===== src/design/att_ram.sv =====
module att_ram #(
  parameter int unsigned WIDTH = 64,
  parameter int unsigned DEPTH = 64
) (
  input  logic                                      clk,
  input  logic                                      wr_en,
  input  logic [((DEPTH > 1) ? $clog2(DEPTH) : 1)-1:0] wr_addr,
  input  logic [WIDTH-1:0]                          wr_data,
  input  logic                                      rd_en,
  input  logic [((DEPTH > 1) ? $clog2(DEPTH) : 1)-1:0] rd_addr,
  output logic [WIDTH-1:0]                          rd_data
);

  logic [WIDTH-1:0] mem [DEPTH];
  logic [WIDTH-1:0] rd_data_r;

  always_ff @(posedge clk) begin
    if (wr_en) begin
      mem[wr_addr] <= wr_data;
    end
    if (rd_en) begin
      rd_data_r <= mem[rd_addr];
    end
  end

  assign rd_data = rd_data_r;

endmodule


===== config.mk =====
export PLATFORM = sky130hd
export DESIGN_NAME = att_ram
export DESIGN_NICKNAME = d
export VERILOG_FILES = /design/src/design/att_ram.sv
export SDC_FILE = /design/constraint.sdc
export NUM_CORES = 2
export LEC_CHECK = 0
export BUFFER_PORTS_ARGS = -buffer_cell sky130_fd_sc_hd__buf_2
export CELL_PAD_IN_SITES_DETAIL_PLACEMENT = 1
export CELL_PAD_IN_SITES_GLOBAL_PLACEMENT = 1
export CORE_UTILIZATION = 50
export CTS_CLUSTER_SIZE = 12
export DETAILED_ROUTE_END_ITERATION = 6
export HOLD_SLACK_MARGIN = 0.15
export PLACE_DENSITY_LB_ADDON = 0.1
export SLEW_MARGIN = 15
export SYNTH_ARGS = -nofsm -noshare
export SYNTH_HDL_FRONTEND = slang
export SYNTH_SLANG_ARGS = --single-unit

===== constraint.sdc =====
create_clock -name clk -period 5.6 [get_ports clk]
set_clock_uncertainty 0.15 [all_clocks]
set_input_delay 0.28 -clock clk [delete_from_list [all_inputs] [get_ports clk]]
set_output_delay 0.28 -clock clk [all_outputs]
set_load 0.03 [all_outputs]

# == After elaboration in Yosys (flattened, before gate mapping) ==
# Memory sizes are Yosys's and may differ from the RTL's. A register that Yosys moved wholly into a read port is not among the register bits.
# Cells that the tools add are included.
# word_totals
regBits,0
ram_bits,4096
in_bits,79
n_memories,1
# mem_list
memory,depth,width,rd,rd_ports_with_merged_regs,write_ports,line_no,source
mem,64,64,1,1,1,14,logic [WIDTH-1:0] mem [DEPTH];
# op_classes
muxes,2
# ops
op,count
$mux 1,2

# == Depth between registers and ports, before layout ==
# logic_depth
depth_word,2
depth_mapped,9
ltp_nobuf,5

# == Least setup slack after synthesis ==
# OpenSTA, ideal clock, no wires.
# synth_timing
path_kind,input to register
from,input port wr_addr[3] (netlist name)
to,"memory mem[48][0], enable pin"
setup_time_ns,0.564
arrival_ns,5.152
path_slack_ns,-0.266
stages,4
path_buffers,1
cell_sequence,clkbuf_1 > nor2b_1 > nand4b_1 > nor3_1
# synth_lines
element,line_no,source
from (decl),7,"input logic [((DEPTH > 1) ? $clog2(DEPTH) : 1)-1:0] wr_addr,"
to (decl),14,
# No word-level cell before the write port.

# == Final worst setup path ==
# layout_timing
from,input port wr_addr[5] (netlist name)
to,"memory mem[44][3], enable pin"
# No word-level cell before the write port.

==> run_results.csv <==
group,metric,value,unit
critical_path,cp-end-kind,"flip-flop",
yosys,yosysSeqAreaShare,79.6,%
global_routing,gr-usage-all-layers,28.7,%
cells_and_area,drive_gt1_share,27.3,%
cells_and_area,finalInstanceArea,178000,um^2
placement,dp.cells,10800,
placement,dpl_cell_area,165000,um^2
global_routing,grt_overflow_total,0,
clocking,post_cts_buffers,0,
cells_and_area,stdcell_count,11600,
floorplanning,start_util,50.3,%
critical_path,r2r-start,"mem[11][62]",
critical_path,slowest_stage,"nor2_4",
detailed_routing,routed-via-count,75900,
power,p_leak,55.2,nW
sta,fin_crit,3.40,ns
yosys,synth_cell_types,32,
critical_path,crit_fanout,23,
sta,slew_violations,0,
cells_and_area,area_delta_synth_final,13.4,%
yosys,syn_inst,6598,
placement,routabilityCongestion,0.761,
sta,setup_viol,0,
sta,fmax,294,MHz
critical_path,critical_path.cell_chain,"dlygate4sd3_1, buf_2, nand3b_1, nor2_4, buf_4",
yosys,synth_fp_nets,6677,
yosys,synth_area,157000,um^2
critical_path,cp-startpoint,"wr_addr[5]",
global_routing,grt_pass1_vias,78700,
critical_path,path_class,"in2reg",
global_routing,grt_pass1_wl,626,mm
critical_path,path_buf_inv,3,
floorplanning,io_pins,143,
min_path,holdCritPathClass,"in2reg",
clocking,cts.path.max_buffers,4,
sta,hold_viol_final,0,
sta,tns,0,ns
yosys,async_flop_share,0,%
detailed_routing,wl_per_cell,39.0,um
clocking,cts-buffers-inserted,425,
sta,fin_hold_ws,0.173,ns
clocking,cts_root_buf,"clkbuf_16",
placement,dpl_worst_slack,1.79,ns
detailed_routing,drt_first_pass_iters,5,
placement,io_buffers,142,
placement,dpl.hpwl,240,mm
critical_path,slowest_delay,1.26,ns
clocking,clk_pin_slew,0.06,ns
floorplanning,die_x,562,um
power,power_density,360,nW/um^2
min_path,hold_start,"wr_data[8]",
sta,finalCritPeriodShare,60.7,%
yosys,synthFlopType,"edfxtp_1",
floorplanning,core,312000,um^2
yosys,synth.avg_cell_area,23.8,um^2
power,peakVddDrop,0.000283,V
clocking,insertion_delay,0.97,ns
run_status,outcome,"finished clean",
detailed_routing,drt_first_iter_violations,8784,
cells_and_area,utilization,57.0,%
critical_path,worstPathRequired,6.02,ns
clocking,htreeDepth,5,
sta,grt_setup_unrepaired,"false",
sta,tightest_slew,1.26,ns
floorplanning,die_area,316000,um^2
clocking,tritoncts,"done",
sta,slew-limit-headroom,16.1,%
flow_run,drv_cap,0,
detailed_routing,drt-total-wl,451,mm
global_routing,grt_antenna_before_repair,27,
cells_and_area,nNetsFinal,7196,
yosys,synth_edf_count,4160,
critical_path,startpoint_type,"input port",
detailed_routing,antenna_left,0,
floorplanning,die_h,562,um
power,p_total,64.0,mW
clocking,cts_sinks,4160,
detailed_routing,drc_errors,0,
critical_path,crit_family,"simple AND/OR/NAND/NOR gates",
detailed_routing,vias_per_cell,6.56,
sta,timing.final.ws_setup,2.20,ns
global_routing,grt_max_degree,92,
yosys,ys_ff_latch,4160,
yosys,yosys_warnings,0,
floorplanning,rows,205,
critical_path,crit_arrival,3.81,ns
## cells in the final DEF, fill, tap and decap left out, types with 18 or more instances in the layout
master,count
edfxtp_1,4160
mux4_2,1024
clkbuf_16,435
a22oi_1,168
buf_4,167
mux2i_1,135
buf_2,132
clkbuf_1,110
clkinv_1,105
a22o_1,88
buf_12,85
o22ai_1,83
dlygate4sd3_1,75
nor2_4,65
and3_1,64
a211oi_1,63
nand2_1,54
nor2_1,47
nand3_1,45
o221ai_1,38
clkinv_2,38
or3_1,29
or2_2,28
a41oi_1,26
nor2b_1,24
inv_1,19
a2bb2oi_1,19
a31oi_1,18
## flip-flops by register name, summed over array words and instances, names as in the netlist
signal	count
rd_data	64
mem	4096
## worst paths after layout
check / to / slack (ns) / depth (start not counted)
min reg2reg: rd_data[0] / 0.76 / 4
min: mem[9][8] / 0.17 / 2
max: mem[44][3] / 2.20 / 5
max reg2reg: rd_data[62] / 3.12 / 5
## repair_timing
action                     CTS  global route
hold buffers                75             0
gates resized for setup      0             0
hold endpoints to repair  4213             0
## cell usage after synthesis, types with 29 or more instances
cell      count  area [um^2]
or3_1        29          181
a211oi_1     63          473
nand3_1      45          225
nor2_1      112          420
nand2_1      58          218
a22o_1       88          771
mux4_2     1024        23100
and3_1       64          400
buf_4        34          255
a22oi_1     168         1260
edfxtp_1   4160       125000
o221ai_1     38          333
clkbuf_1    140          526
buf_2       170          851
mux2i_1     135         1350
o22ai_1      83          519
## per-layer routing
metal	share of wire, %	wire (um)	vias up	global-route usage [%]
li1	-	-	29600	-
met1	41	184000	42500	40.5
met2	49	222000	3154	47.3
met3	6.9	31200	608	3.94
met4	3.0	13700	4	7.96
met5	0.0064	29	-	0
## logic make-up (layout without fill, tap and decap cells)
kind of cell	Yosys count	count (layout)	share of synthesized area, %
other	0	15	0
buffers and inverters	389	1200	1.18
AO/OA/AOI/OAI	504	504	2.47
flip-flops	4160	4160	79.6
AND/OR/NAND/NOR	386	386	1.23
multiplexers	1159	1159	15.6
## power by group
| part | switching [mW] | internal (mW) |
|---|---|---|
| Combinational | 1.98 | 1.11 |
| Clock | 11.6 | 14.7 |
| Sequential | 0.124 | 34.6 |
## worst register-to-register path, stage by stage (launching register included)
cell and delay (ns):
edfxtp_1 0.35, mux4_2 0.46, nor2b_1 0.18, a211oi_1 0.35, o22ai_1 0.42, and3_1 0.29
## layout make-up
cell class / count / area (um^2)
diodes: 15 / 37.5
clock buffers: 545 / 11300
clock inverters: 174 / 1220
fillers: 25400 / 134000
inverters: 19 / 71.3
multi-input cells: 2049 / 30800
flip-flops and latches: 4160 / 125000
well taps: 4140 / 5180
repair buffers: 462 / 4420
No activity file was read; power rests on OpenSTA's default activity.
