**config.mk**
```make
export PLATFORM = sky130hd
export DESIGN_NAME = att_alu
export DESIGN_NICKNAME = d
export VERILOG_FILES = /design/src/design/att_pkg.sv /design/src/design/att_alu.sv
export SDC_FILE = /design/constraint.sdc
export NUM_CORES = 1
export LEC_CHECK = 0
export ABC_AREA = 1
export BUFFER_PORTS_ARGS = -buffer_cell sky130_fd_sc_hd__buf_2
export CORE_ASPECT_RATIO = 0.8
export CORE_MARGIN = 4
export CORE_UTILIZATION = 49
export DETAILED_ROUTE_END_ITERATION = 6
export GPL_TIMING_DRIVEN = 0
export PLACE_DENSITY = 0.71
export SLEW_MARGIN = 20
export SYNTH_ARGS = -nofsm -noshare
export SYNTH_HDL_FRONTEND = slang
export SYNTH_SLANG_ARGS = --single-unit
```
**constraint.sdc**
```tcl
create_clock -name vclk -period 4.4
set_clock_uncertainty 0.15 [all_clocks]
set_input_delay 0.44 -clock vclk [all_inputs]
set_output_delay 0.44 -clock vclk [all_outputs]
set_load 0.01 [all_outputs]
```
**src/design/att_pkg.sv**
```systemverilog
package att_pkg;

  localparam int unsigned DATA_W = 32;
  localparam int unsigned CNT_W  = 7;

  // Request codes.
  localparam logic [1:0] REQ_TRACK   = 2'd0;
  localparam logic [1:0] REQ_RELEASE = 2'd1;
  localparam logic [1:0] REQ_FLUSH   = 2'd2;
  localparam logic [1:0] REQ_UNUSED  = 2'd3;

  // Status codes.
  localparam logic [1:0] STAT_OK        = 2'd0;
  localparam logic [1:0] STAT_FULL      = 2'd1;
  localparam logic [1:0] STAT_NOT_FOUND = 2'd2;
  localparam logic [1:0] STAT_EMPTY     = 2'd3;

  typedef struct packed {
    logic [1:0]        req_type;
    logic [DATA_W-1:0] pointer;
    logic [DATA_W-1:0] alloc_size;
  } att_in_t;

  typedef struct packed {
    logic [1:0]        status;
    logic [DATA_W-1:0] released_pointer;
    logic [CNT_W-1:0]  entry_count;
    logic [DATA_W-1:0] outstanding_bytes;
    logic [DATA_W-1:0] lifetime_bytes;
    logic              last;
  } att_out_t;

  typedef struct packed {
    logic [DATA_W-1:0] pointer;
    logic [DATA_W-1:0] size;
  } att_entry_t;

  typedef enum logic [0:0] {
    ALU_ADD,
    ALU_SUB
  } att_alu_op_t;

  typedef enum logic [3:0] {
    ST_IDLE,
    ST_TRK_OUT,
    ST_TRK_LIFE,
    ST_REL_RD,
    ST_REL_CMP,
    ST_REL_SUB,
    ST_SHF_RD,
    ST_SHF_WR,
    ST_FL_RD,
    ST_FL_EMIT
  } att_state_t;

endpackage

```
**src/design/att_alu.sv**
```systemverilog
module att_alu (
  input  att_pkg::att_alu_op_t         op,
  input  logic [att_pkg::DATA_W-1:0]   a,
  input  logic [att_pkg::DATA_W-1:0]   b,
  output logic [att_pkg::DATA_W-1:0]   res,
  output logic                         eq
);
  import att_pkg::*;

  // One adder serves both directions; the sum wraps modulo 2^32.
  always_comb begin
    case (op)
      ALU_ADD: res = a + b;
      ALU_SUB: res = a - b;
      default: res = a + b;
    endcase
  end

  assign eq = (a == b);

endmodule

```
**After elaboration in Yosys (flattened, before gate mapping)**

Index checks and enable logic that the tools add are counted.

- Output and inout bits: 33
- Register bits: 0
- Logic and storage cells: 5
- Bits of input ports: 65

- Bitwise operators: 1
- Mux-type cells: 1
- $add $sub $neg: 2
- Equality and inequality tests: 1

Operators by type and width:

| kind | count |
|---|---|
| $pmux 32 s2 | 1 |
| $add 32x32->32 | 1 |
| $eq 32x32->1 | 1 |
| $sub 32x32->32 | 1 |
| $not 1->1 | 1 |

**Logic depth before layout (Yosys ltp)**

Gate-level depths: netlist of run 1.

- Depth in word-level cells: 2
- Depth in mapped cells: 17
- Gate-level depth less buffers: 16

**Worst setup path before layout of run 1**

OpenSTA, ideal clock, no wires.

- Kind: input to output
- Start: input port a[0] (netlist bit)
- End: output port res[12] (netlist bit)
- Path buffers: 0
- Slack: 1.857 ns
- Stages on the path: 12
- Data arrival time: 1.953 ns
- Cells stage by stage: inv_1 ha_1 fa_1 inv_1 nand2_1 o21ai_0 nand2_1 o21ai_0 nand2_1 nand2_1 nor2_1 xor2_1

- Word-level cells in the longest chain between the ends: 2
- Elaborated cells between the ends (all ways): 3
- Classes of those cells: add/sub: 2; mux: 1

RTL lines:

| element | RTL line | RTL |
|---|---|---|
| from (decl) | att_alu.sv:3 | `input logic [att_pkg::DATA_W-1:0] a,` |
| $sub 32x32->32 / $add 32x32->32 (equally long branches) | -- |  |
| $pmux 32 s2 * | att_alu.sv:12 | `case (op)` |
| to (decl) | att_alu.sv:5 | `output logic [att_pkg::DATA_W-1:0] res,` |

Mark *: on every way between the ends. The rest lies on a longest branch, timed or not.

**Worst setup path after layout of run 1**

- Start: input port a[0] (netlist bit)
- End: output port res[20] (netlist bit)

The elaborated chain is that of the path after synthesis.

==> reports/qor.csv, run 1 <==
stage;metric;value;unit
status;status;finished, final reports clean;
grt;largest net degree at the start of global routing;11;
floorplan;starting density of the core;50.3;%
logic_synthesis;number of distinct library cells after synthesis;37;
grt;Remaining Overflow, GRT;0;
logic_synthesis;sequential-to-total area share from yosys stat;0;%
detailed_routing;violation count after the first detailed-routing iteration;703;
setup_path;nature of the critical path endpoint;primary output;
grt;number of global-route vias before repair;6164;
setup_path;critical path class;in -> out;
detailed_routing;DRC violations left;0;
cts;total of cells resized after clock tree synthesis;0;
logic_synthesis;netlist area before placement;0.00548;mm^2
finish;Storage cell area;0;um^2
floorplan;IO Pins;98;
setup_path;maximum fanout along the worst path;3;
setup_path;Most common cell on crit path;nand2_1;
floorplan;placeable core region;0.0109;mm^2
sta;unrepaired setup endpoints after global routing;false;
placement;placer congestion estimate;1.00;
finish;share of the core filled with cells in the final layout;56.4;%
sta;final cycle utilization of the critical path;72.0;%
sta;Hold Vio Cnt, Final;0;
sta;accumulated negative setup slack;0;ps
logic_synthesis;most frequently used cell type in the post-synthesis netlist;nand2_1;
floorplan;horizontal die dimension;126;um
finish;# clk buffers;0;
cts;# Post-CTS Setup Buffers;0;
worst_hold_path;kind of path behind the tightest hold check;in -> out;
logic_synthesis;total number of yosys warnings;0;
worst_hold_path;count of cells along the worst hold path;4;
sta;Tightest Pin Transition;719;ps
grt;number of antenna violations at the first check in global routing;1;
setup_path;data arrival time of the worst path;2580;ps
setup_path;CP cell instances;buf_2 -> inv_1 -> ha_1 -> fa_1 -> inv_1 -> nand2_1 -> o21ai_0 -> nand2_1 -> o21ai_0 -> nand2_1 -> nand2_1 -> nand2_1 -> nand3_1 -> nand2_1 -> nand2_1 -> buf_2;
power_and_ir_drop;Pwr Density;143;mW/mm^2
setup_path;Critical Path Max Stage Delay;430;ps
finish;count of flip-flops and latches;0;
setup_path;required arrival time at the worst endpoint;3810;ps
detailed_routing;via count normalized by instance count;5.16;
floorplan;height of the die;103;um
worst_hold_path;min-delay src;b[0];
logic_synthesis;list of most frequent post-synthesis cells;nand2_1 (448), inv_1 (221), nor2_1 (91);
power_and_ir_drop;Static Leak;0.00396;uW
detailed_routing;WL final;20.0;mm
sta;Max Clock Freq;0.315;GHz
floorplan;full die area;0.0130;mm^2
worst_hold_path;hold endpoint;res[0];
detailed_routing;Detailed Routing Iterations Pass 1;6;
logic_synthesis;most area-hungry cell type in the Yosys netlist;nand2_1;
setup_path;library cell contributing the largest single delay on the critical path;fa_1;
sta;worst-case headroom to the max-slew limit;51.5;%
grt;global-route wire length before repair;31.4;mm
finish;fraction of layout cells with a size suffix above 1;13.8;%
grt;Overall Global Routing Usage;30.2;%
floorplan;floorplan row count;34;
sta;crit path time final;3170;ps
logic_synthesis;post-synthesis average cell area;4.91;um^2
sta;Slew Limit Fails;0;
cts;Hold Buf Count CTS;0;
sta;number of endpoints failing setup at the final stage;0;
logic_synthesis;Yosys top cell area share;30.7;%
sta;hold slack final;1180;ps
setup_path;sort of element at the start of the critical path;primary input;
logic_synthesis;cells taking the most area after synthesis;nand2_1 (31%), inv_1 (15%), ha_1 (14%);
placement;half-perimeter wire length after placement;17.5;mm
job;max_cap viols;0;
finish;antenna cell count;0;
placement;number of port buffers;97;
detailed_routing;mean routed wirelength per cell;14.7;um
logic_synthesis;Post-Synthesis Net Count;1246;
power_and_ir_drop;VDD IR-drop max;0.0680;mV
finish;post-synthesis to final-layout area growth;12.1;%
detailed_routing;Via Count;7006;
detailed_routing;remaining antenna violation count;0;
finish;Final nets;1345;
logic_synthesis;number of standard cells after synthesis;1117;
==> final cells by class <==
type / instances / area (um^2)
plain buffers: 29 / 220
fillers: 1305 / 4740
inverters: 231 / 867
multi-input cells: 857 / 4390
well taps: 144 / 180
repair buffers: 97 / 485
==> critical path: cells and delay by family <==
kind | cells | cell delay [ps]
AND/OR/NAND/NOR | 8 | 660
adder cells (fa/ha/maj) | 2 | 650
buffers and inverters | 4 | 400
AO/OA/AOI/OAI | 2 | 440
==> routing by layer <==
layer	part of all wire, %	GRT usage, %
met1	48	45.4
met2	40	46.5
met3	10	4.87
met4	1.5	4.20
met5	0.065	0
==> cell usage in the layout, fill, tap and decap left out, types with 3 or more instances in the layout <==
cell	instances
nand3_1	61
nand4_1	23
inv_2	9
o21ai_0	22
nand2_2	7
ha_1	62
a21oi_1	50
nor3_2	4
buf_4	13
nor2_1	91
buf_2	103
o21bai_1	11
nor2_2	14
buf_6	6
nor3_1	10
xor2_1	20
nand3b_1	3
nand2_1	448
inv_1	221
and2_1	9
nand3_2	4
clkbuf_1	3
==> how the worst max path moves through the flow <==
stage	start	to
floorplan	a[0]	res[12]
global placement	a[0]	res[20]
detailed placement	a[0]	res[20]
CTS	a[0]	res[20]
global route	a[0]	res[20]
finish	a[0]	res[20]
==> cell families after synthesis <==
kind of cell / count (synthesis) / share of synthesized area [%]
AOI/OAI and AO/OA: 95 / 9.82
xor gates and xnor gates: 20 / 3.20
adders and majority gates: 64 / 14.9
buffers and inverters: 260 / 19.8
and+or+nand+nor: 678 / 52.3
==> power breakdown <==
part	leakage, uW	switching, uW	internal, uW
Sequential	0	0	0
Clock	0	0	0
Combinational	0.00396	583	298
==> through the flow <==
step / instance area, um^2 / cells / power [uW] / setup WS (ps)
6_report: 6150 / 1358 / 881 / 1230
5_1_grt: 6150 / 1358 / 984 / 1010
4_1_cts: 6150 / 1358 / 864 / 1280
3_5_place_dp: 6150 / 1358 / 859 / 1280
3_3_place_gp: 6150 / 1358 / 856 / 1290
2_1_floorplan: 5480 / 1117 / 586 / 1860
(Power assumes the default switching activity.)
==> run 2: changes to the inputs <==
--- a/config.mk
+++ b/config.mk
@@ -12,7 +12,7 @@
 export CORE_UTILIZATION = 49
 export DETAILED_ROUTE_END_ITERATION = 6
 export GPL_TIMING_DRIVEN = 0
-export PLACE_DENSITY = 0.71
+export PLACE_DENSITY = 0.74
 export SLEW_MARGIN = 20
 export SYNTH_ARGS = -nofsm -noshare
 export SYNTH_HDL_FRONTEND = slang
==> constraint.sdc (replaced) <==
create_clock -name vclk -period 2.81
set_clock_uncertainty 0.15 [all_clocks]
set_input_delay 0.281 -clock vclk [all_inputs]
set_output_delay 0.281 -clock vclk [all_outputs]
set_load 0.01 [all_outputs]
==> run 2 against run 1 <==
Net effect: hold slack got worse by 300 ps; global-route usage shrank 0.92 points; die area is the same; via count rose by 0.16%; flip-flop and latch count unchanged; count of clock-buffer cells in the layout unchanged; combinational power grew 57%; power increased by 57%; routed wire length decreased by 2.7%; highest routed layer is now met4.
==> reports/qor.csv, run 2 (synthesis results as in run 1) <==
stage;metric;value;unit;change
placement;half-perimeter wire length after placement;17.1;mm;was 17.5 mm
detailed_routing;Via Count;7017;;was 7006
finish;antenna cell count;0;;unchanged
detailed_routing;violation count after the first detailed-routing iteration;757;;was 703
sta;Tightest Pin Transition;694;ps;was 719 ps
sta;Hold Vio Cnt, Final;0;;unchanged
job;max_cap viols;0;;unchanged
finish;count of flip-flops and latches;0;;unchanged
floorplan;full die area;0.0130;mm^2;unchanged
sta;hold slack final;880;ps;was 1180 ps
finish;post-synthesis to final-layout area growth;12.7;%;was 12.1%
floorplan;starting density of the core;50.3;%;unchanged
placement;placer congestion estimate;1.02;;was 1.00
grt;Remaining Overflow, GRT;0;;unchanged
sta;worst-case headroom to the max-slew limit;53.2;%;was 51.5%
setup_path;CP cell instances;buf_2 -> ha_1 -> buf_6 -> o21ai_0 -> inv_1 -> nand2_1 -> nand2_1 -> nand3_1 -> nand2_1 -> nor2_1 -> nand3_1 -> nand2_1 -> nand2_1 -> buf_2;;was buf_2 -> inv_1 -> ha_1 -> fa_1 -> inv_1 -> nand2_1 -> o21ai_0 -> nand2_1 -> o21ai_0 -> nand2_1 -> nand2_1 -> nand2_1 -> nand3_1 -> nand2_1 -> nand2_1 -> buf_2
placement;cell area after placement;0.00615;mm^2;unchanged
floorplan;placeable core region;0.0109;mm^2;unchanged
floorplan;floorplan row count;34;;unchanged
detailed_routing;DRC violations left;0;;unchanged
setup_path;data arrival time of the worst path;2260;ps;was 2580 ps
finish;area taken by multi-input logic gates;0.00442;mm^2;was 0.00439 mm^2
sta;crit path time final;2690;ps;
setup_path;library cell contributing the largest single delay on the critical path;o21ai_0;;was fa_1
detailed_routing;WL final;19.5;mm;was 20.0 mm
status;status;finished, final reports clean;;unchanged
setup_path;required arrival time at the worst endpoint;2380;ps;was 3810 ps
detailed_routing;via count normalized by instance count;5.17;;was 5.16
finish;fin area;0.00618;mm^2;was 0.00615 mm^2
worst_hold_path;min-delay src;b[0];;unchanged
setup_path;critical path class;in -> out;;unchanged
power_and_ir_drop;VDD IR-drop max;0.115;mV;was 0.0680 mV
grt;number of global-route vias before repair;6142;;was 6164
worst_hold_path;hold endpoint;res[0];;unchanged
grt;largest net degree at the start of global routing;11;;unchanged
setup_path;Most common cell on crit path;nand2_1;;unchanged
finish;fraction of layout cells with a size suffix above 1;14.6;%;was 13.8%
setup_path;Critical Path Max Stage Delay;570;ps;was 430 ps
floorplan;IO Pins;98;;unchanged
floorplan;horizontal die dimension;126;um;unchanged
worst_hold_path;kind of path behind the tightest hold check;in -> out;;unchanged
power_and_ir_drop;Pwr Density;224;mW/mm^2;was 143 mW/mm^2
finish;commonest non-fill, non-tap cell in the layout;nand2_1;;unchanged
power_and_ir_drop;Static Leak;0.00396;uW;about the same
setup_path;sort of element at the start of the critical path;primary input;;unchanged
power_and_ir_drop;PnR Total Power;1380;uW;was 881 uW
setup_path;maximum fanout along the worst path;8;;was 3
detailed_routing;mean routed wirelength per cell;14.3;um;was 14.7 um
sta;unrepaired setup endpoints after global routing;false;;unchanged
sta;number of endpoints failing setup at the final stage;0;;unchanged
detailed_routing;remaining antenna violation count;0;;unchanged
sta;final cycle utilization of the critical path;95.8;%;
setup_path;kind of cell adding the most delay to the critical path;simple AND/OR/NAND/NOR gates;;unchanged
finish;top library cells by usage in the layout, fill and taps aside;nand2_1 (448), inv_1 (221), buf_2 (103), nor2_1 (90);;was nand2_1 (448), inv_1 (221), buf_2 (103), nor2_1 (91), ha_1 (62)
cts;# Post-CTS Setup Buffers;0;;unchanged
floorplan;height of the die;103;um;unchanged
grt;global-route wire length before repair;30.7;mm;was 31.4 mm
finish;# clk buffers;0;;unchanged
grt;Overall Global Routing Usage;29.3;%;was 30.2%
sta;Max Clock Freq;0.371;GHz;
placement;number of port buffers;97;;unchanged
finish;Final nets;1345;;unchanged
worst_hold_path;count of cells along the worst hold path;4;;unchanged
sta;accumulated negative setup slack;0;ps;unchanged
finish;Storage cell area;0;um^2;unchanged
detailed_routing;Detailed Routing Iterations Pass 1;5;;was 6
cts;Hold Buf Count CTS;0;;unchanged
sta;Slew Limit Fails;0;;unchanged
setup_path;buffers plus inverters on the worst setup path;4;;unchanged
grt;number of antenna violations at the first check in global routing;0;;was 1
setup_path;nature of the critical path endpoint;primary output;;unchanged
finish;layout filler cell count;1300;;was 1305
## run 2: cell counts in the layout (fill, tap and decap cells not counted)
Identical to the previous run, type by type.
## run 2: metal layers
metal | vias to the layer above | GRT usage [%] | routed length, um
met5 | - | 0 | 0
met4 | 0 | 4.53 | 301
met3 | 21 | 3.63 | 2050
met2 | 321 | 45.0 | 7810
met1 | 3096 | 44.5 | 9290
li1 | 3579 | - | -
## run 2: worst max path at each step
stage	from	end	slack [ps]	depth (start not counted)
2_1_floorplan	a[0]	res[12]	580	12
3_3_place_gp	a[0]	res[20]	20	16
3_5_place_dp	a[0]	res[20]	30	16
4_1_cts	a[0]	res[20]	20	16
5_1_grt	a[0]	res[20]	3	16
6_report	a[20]	res[25]	120	14
## run 2: what timing repair did
item	CTS	global route
setup endpoints to repair	0	13
hold endpoints to repair	0	0
resized for setup	0	10
## run 2: report_power, final
group          leakage [uW]  total [uW]  switching, uW  internal [uW]
registers                 0           0              0              0
clock network             0           0              0              0
logic               0.00396        1380            912            470
## run 2: per-stage QoR
| stage | setup WS [ps] | cells | utilization (%) |
|---|---|---|---|
| 3_5_place_dp | 27.5 | 1358 | 56.4 |
| 4_1_cts | 20.8 | 1358 | 56.4 |
| 2_1_floorplan | 585 | 1117 | - |
| 6_report | 117 | 1358 | 56.7 |
| 3_3_place_gp | 20.0 | 1358 | 56.4 |
| 5_1_grt | 3.35 | 1358 | 56.7 |
## run 2: cell type report
class,count,share of cell area [%]
Tap cell,144,2.92
Buffer,29,3.57
Multi-Input combinational cell,857,71.6
Timing Repair Buffer,97,7.86
Inverter,231,14.0
